$ cat src/mtg_pkg.sv
// ----------------------------------------------------------------------------
// mtg_pkg
// Shared types, constants and the tempering function of the MT19937 word
// generator.
// ----------------------------------------------------------------------------
package mtg_pkg;

    localparam int WORD_W       = 32;
    localparam int STATE_WORDS  = 624;
    localparam int TWIST_OFFSET = 397;
    localparam int QUEUE_DEPTH  = 2;
    localparam int QPTR_W       = $clog2(QUEUE_DEPTH);
    localparam int QCNT_W       = $clog2(QUEUE_DEPTH + 1);

    typedef logic [WORD_W-1:0] t_word;

    localparam t_word SEED_MULT    = 32'd69069;
    localparam t_word DEFAULT_SEED = 32'd4357;
    localparam t_word TWIST_MATRIX = 32'h9908_b0df;
    localparam t_word TEMPER_B     = 32'h9d2c_5680;
    localparam t_word TEMPER_C     = 32'hefc6_0000;

    // Command handed from the front to the back.
    typedef struct packed {
        logic  is_seed;
        t_word seed;
    } t_cmd;

    function automatic t_word temper(input t_word w);
        t_word y;
        y = w;
        y = y ^ (y >> 11);
        y = y ^ ((y << 7) & TEMPER_B);
        y = y ^ ((y << 15) & TEMPER_C);
        y = y ^ (y >> 18);
        return y;
    endfunction

endpackage

$ cat src/mtg_front.sv
// ----------------------------------------------------------------------------
// mtg_front
// Accepts input transfers, classifies each as seed or draw and queues the
// resulting commands for the back end.
// ----------------------------------------------------------------------------
module mtg_front (
    input  logic                 i_clk,
    input  logic                 i_rst_n,
    input  logic                 s_axis_tvalid,
    output logic                 s_axis_tready,
    input  logic [31:0]          s_axis_tdata,  // [31:0] seed_value
    input  logic                 s_axis_tuser,  // [0] mode
    output logic                 o_cmd_valid,
    output mtg_pkg::t_cmd        o_cmd,
    input  logic                 i_cmd_pop
);

    mtg_pkg::t_cmd                     r_q [mtg_pkg::QUEUE_DEPTH];
    logic [mtg_pkg::QPTR_W-1:0]        r_wr_ptr, r_rd_ptr;
    logic [mtg_pkg::QCNT_W-1:0]        r_count;
    logic                              push, pop;
    mtg_pkg::t_cmd                     in_cmd;

    localparam logic [mtg_pkg::QPTR_W-1:0] PTR_LAST =
        mtg_pkg::QPTR_W'(mtg_pkg::QUEUE_DEPTH - 1);
    localparam logic [mtg_pkg::QCNT_W-1:0] CNT_FULL =
        mtg_pkg::QCNT_W'(mtg_pkg::QUEUE_DEPTH);

    assign s_axis_tready = (r_count != CNT_FULL);
    assign push          = s_axis_tvalid && s_axis_tready;
    assign o_cmd_valid   = (r_count != '0);
    assign pop           = i_cmd_pop && o_cmd_valid;
    assign o_cmd         = r_q[r_rd_ptr];

    always_comb begin
        in_cmd.is_seed = s_axis_tuser;
        in_cmd.seed    = s_axis_tdata;
    end

    always_ff @(posedge i_clk) begin
        if (push) begin
            r_q[r_wr_ptr] <= in_cmd;
        end
    end

    always_ff @(posedge i_clk) begin
        if (!i_rst_n) begin
            r_wr_ptr <= '0;
            r_rd_ptr <= '0;
            r_count  <= '0;
        end else begin
            if (push) begin
                r_wr_ptr <= (r_wr_ptr == PTR_LAST) ? '0 : r_wr_ptr + 1'b1;
            end
            if (pop) begin
                r_rd_ptr <= (r_rd_ptr == PTR_LAST) ? '0 : r_rd_ptr + 1'b1;
            end
            case ({push, pop})
                2'b10:   r_count <= r_count + 1'b1;
                2'b01:   r_count <= r_count - 1'b1;
                default: r_count <= r_count;
            endcase
        end
    end

endmodule

$ cat config.mk
export PLATFORM = sky130hd
export DESIGN_NAME = mtg_front
export DESIGN_NICKNAME = d
export VERILOG_FILES = /design/src/mtg_pkg.sv /design/src/mtg_front.sv
export SDC_FILE = /design/constraint.sdc
export NUM_CORES = 1
export LEC_CHECK = 0
export ABC_CLOCK_PERIOD_IN_PS = 4130
export BUFFER_PORTS_ARGS = -buffer_cell sky130_fd_sc_hd__buf_4
export CORE_MARGIN = 5
export CORE_UTILIZATION = 55
export DETAILED_ROUTE_END_ITERATION = 7
export PLACE_DENSITY = 0.92
export SETUP_SLACK_MARGIN = 0.15
export SLEW_MARGIN = 0
export SYNTH_ARGS = -nofsm -noshare
export SYNTH_HDL_FRONTEND = slang
export SYNTH_SLANG_ARGS = --single-unit
$ cat constraint.sdc
create_clock -name i_clk -period 4.13 [get_ports i_clk]
set_clock_uncertainty 0.2 [all_clocks]
set_input_delay 0.413 -clock i_clk [delete_from_list [all_inputs] [get_ports i_clk]]
set_output_delay 0.413 -clock i_clk [all_outputs]
set_load 0.1 [all_outputs]
==> impl_metrics.sql <==
INSERT INTO impl_metrics (metric_group, metric, value, unit) VALUES
('outcome', 'run_status', 'complete, no violations', ''),
('floorplanning', 'core_region_area', '4661', 'um^2'),
('floorplanning', 'fp.dieArea', '6220', 'um^2'),
('clock_network', 'deepest_level_of_the_cts_h_tree', '3', ''),
('synthesis', 'area_of_the_mapped_netlist', '2609', 'um^2'),
('synthesis', 'synth_sequential_area_ratio', '0.7981', ''),
('global_route', 'grt.busiest_layer', 'met2', ''),
('synthesis', 'synthFlopType', 'sky130_fd_sc_hd__edfxtp_1', ''),
('clock_network', 'post_cts_resize_count', '0', ''),
('synthesis', 'synthMostInstantiatedCell', 'sky130_fd_sc_hd__edfxtp_1', ''),
('sta', 'slew_headroom', '0.5845', ''),
('layout', 'post_route_cells_drive_above_1_share', '0.5728', ''),
('detailed_routing', 'drc_errors', '0', ''),
('clock_network', 'clock_sinks', '71', ''),
('setup_path', 'cpMaxStageDelayCell', 'sky130_fd_sc_hd__dfxtp_1', ''),
('synthesis', 'number_of_enable_flip_flop_cells_after_synthesis', '66', ''),
('synthesis', 'synth-seq-cells', '71', ''),
('clock_network', 'cts_hold_repair.buffers', '0', ''),
('clock_network', 'max-clock-path-buffers', '2', ''),
('clock_network', 'worst_skew_pair.late_latency', '0.33', 'ns'),
('sta', 'worstMarginPinSlew', '0.6232', 'ns'),
('synthesis', 'async_flop_share', '0', ''),
('clock_network', 'cts_tree', 'yes', ''),
('sta', 'finalSetupViolCount', '0', ''),
('job', 'maxCapViolations', '0', ''),
('sta', 'totalNegativeSetupSlack', '0', 'ns'),
('synthesis', 'synth.cells.most_frequent', '66 x sky130_fd_sc_hd__edfxtp_1, 33 x sky130_fd_sc_hd__mux2_2, 5 x sky130_fd_sc_hd__dfxtp_1', ''),
('floorplanning', 'io_pins', '72', ''),
('placement', 'hpwlAfterDp', '3.455', 'mm'),
('layout', 'fin_nets', '246', ''),
('sta', 'drv_slew', '0', ''),
('detailed_routing', 'drt_iter0_drc', '40', ''),
('placement', 'finalWeightedCongestion', '0.7861', ''),
('synthesis', 'syn_inst', '127', ''),
('sta', 'max_clock_freq', '0.3732', 'GHz'),
('layout', 'multiInputGateArea', '503.0', 'um^2'),
('setup_path', 'worst_setup_path_start_kind', 'flip-flop', ''),
('global_route', 'grt_start_max_net_pins', '22', ''),
('layout', 'n_fill_cell', '297', ''),
('hold_path', 'hold_class', 'in -> reg', ''),
('detailed_routing', 'dr.pass1.iters', '4', ''),
('synthesis', 'syn-num-nets', '165', ''),
('sta', 'finalHoldViolCount', '0', ''),
('synthesis', 'synth.distinct_cells', '20', ''),
('layout', 'utilization', '0.7224', ''),
('floorplanning', 'die_height', '78.87', 'um'),
('layout', 'layout_overhead_on_the_synthesized_area', '29.06', '%'),
('setup_path', 'worst-r2r-cell-count', '3', ''),
('floorplanning', 'rows', '25', ''),
('global_route', 'grt_first_pass_wirelength', '7.314', 'mm'),
('detailed_routing', 'dr_total_vias', '1396', ''),
('detailed_routing', 'post_drt_wl_per_cell', '18.25', 'um'),
('setup_path', 'r2r-end', 'r_q[1][3]', ''),
('setup_path', 'timing.reg2reg.setup_slack', '1.96', 'ns'),
('floorplanning', 'initial_core_util', '0.5597', ''),
('layout', 'n_antenna_cell', '0', ''),
('setup_path', 'cp-end-kind', 'output pin', ''),
('layout', 'area.sequential', '2082', 'um^2'),
('sta', 'post-route-period-util', '0.6487', ''),
('sta', 'fin_crit', '2.679', 'ns'),
('setup_path', 'critical_path.most_common_cell', 'sky130_fd_sc_hd__buf_4', ''),
('setup_path', 'cp-endpoint', 'o_cmd[1]', ''),
('clock_network', 'path_clk_slew', '0.07', 'ns'),
('global_route', 'grt_antenna_before_repair', '0', ''),
('synthesis', 'synth_top_cell_by_area', 'sky130_fd_sc_hd__edfxtp_1', ''),
('global_route', 'globalRoute.totalOverflow', '0', ''),
('sta', 'grt_setup_unrepaired', 'false', ''),
('detailed_routing', 'route.final.wire_length', '4.873', 'mm'),
('synthesis', 'yosys_warnings', '0', ''),
('synthesis', 'synth_top_area_frac', '0.7597', ''),
('global_route', 'grt_pass1_vias', '1521', '');
-- area by class of cell --
type                            count  area share
Sequential cell                    71      0.6184
Timing Repair Buffer               74      0.1650
Multi-Input combinational cell     51      0.1494
Clock buffer                       10     0.03790
Tap cell                           54     0.02007
Clock inverter                      6    0.008175
Inverter                            1    0.001115
-- routing by layer --
| layer | wire, um | up-vias |
|---|---|---|
| li1 | - | 652 |
| met1 | 1831 | 683 |
| met2 | 2618 | 50 |
| met3 | 259 | 11 |
| met4 | 163 | 0 |
| met5 | 0 | - |
-- worst min path at each step --
stage,startpoint,end,cells past startpoint
after global placement,r_count[1],r_count[1],2
final,s_axis_tdata[30],r_q[1][30],1
after global routing,s_axis_tdata[30],r_q[1][30],1
after CTS,s_axis_tdata[30],r_q[1][30],1
after floorplan,r_count[1],r_count[1],2
after detailed placement,r_count[1],r_count[1],2
-- state kept, by name (all words and copies together) (netlist names), named ones only --
name and cells:
r_count 2, r_q 66, r_rd_ptr 1, r_wr_ptr 1
-- worst max-delay path, delay by kind of cell, from the launching register on --
family	cells	cell delay, ns
multiplexers	1	0.39
flip-flops	1	0.72
buffers and inverters	2	0.63
-- placed cells by master, fill, tap and decap left out, drive strengths merged --
cell / instances
o21a: 1
nor2b: 2
buf: 74
dfxtp: 5
and3: 1
clkinv: 6
nand2: 1
a21bo: 1
clkbuf: 10
or2: 1
xnor2: 3
o21ai: 1
inv: 1
ha: 1
edfxtp: 66
nand3b: 1
mux2: 33
and2: 1
nand2b: 1
or3: 1
a21boi: 2
-- through the flow --
stage / hold slack (ns) / instances / instance area [um^2]
5_1_grt: 0.04254 / 267 / 3367
6_report: 0.05811 / 267 / 3367
2_1_floorplan: 0.2787 / 127 / 2609
3_5_place_dp: 0.3210 / 251 / 3212
3_3_place_gp: 0.2987 / 251 / 3212
4_1_cts: 0.04630 / 267 / 3367
-- cell families (layout without fill, tap and decap cells) --
family	count (synthesis)	after routing	share of synthesized area
DFF	71	71	0.7981
muxes	33	33	0.1424
and+or+nand+nor	9	9	0.02111
AOI/OAI and AO/OA	5	5	0.01439
buffers and inverters	5	91	0.009112
xor gates and xnor gates	3	3	0.01007
adders and majority gates	1	1	0.004795
Power is left out: the tool's default activity adds up to more than one toggle a clock period on the data nets, which glitch-free logic cannot reach.
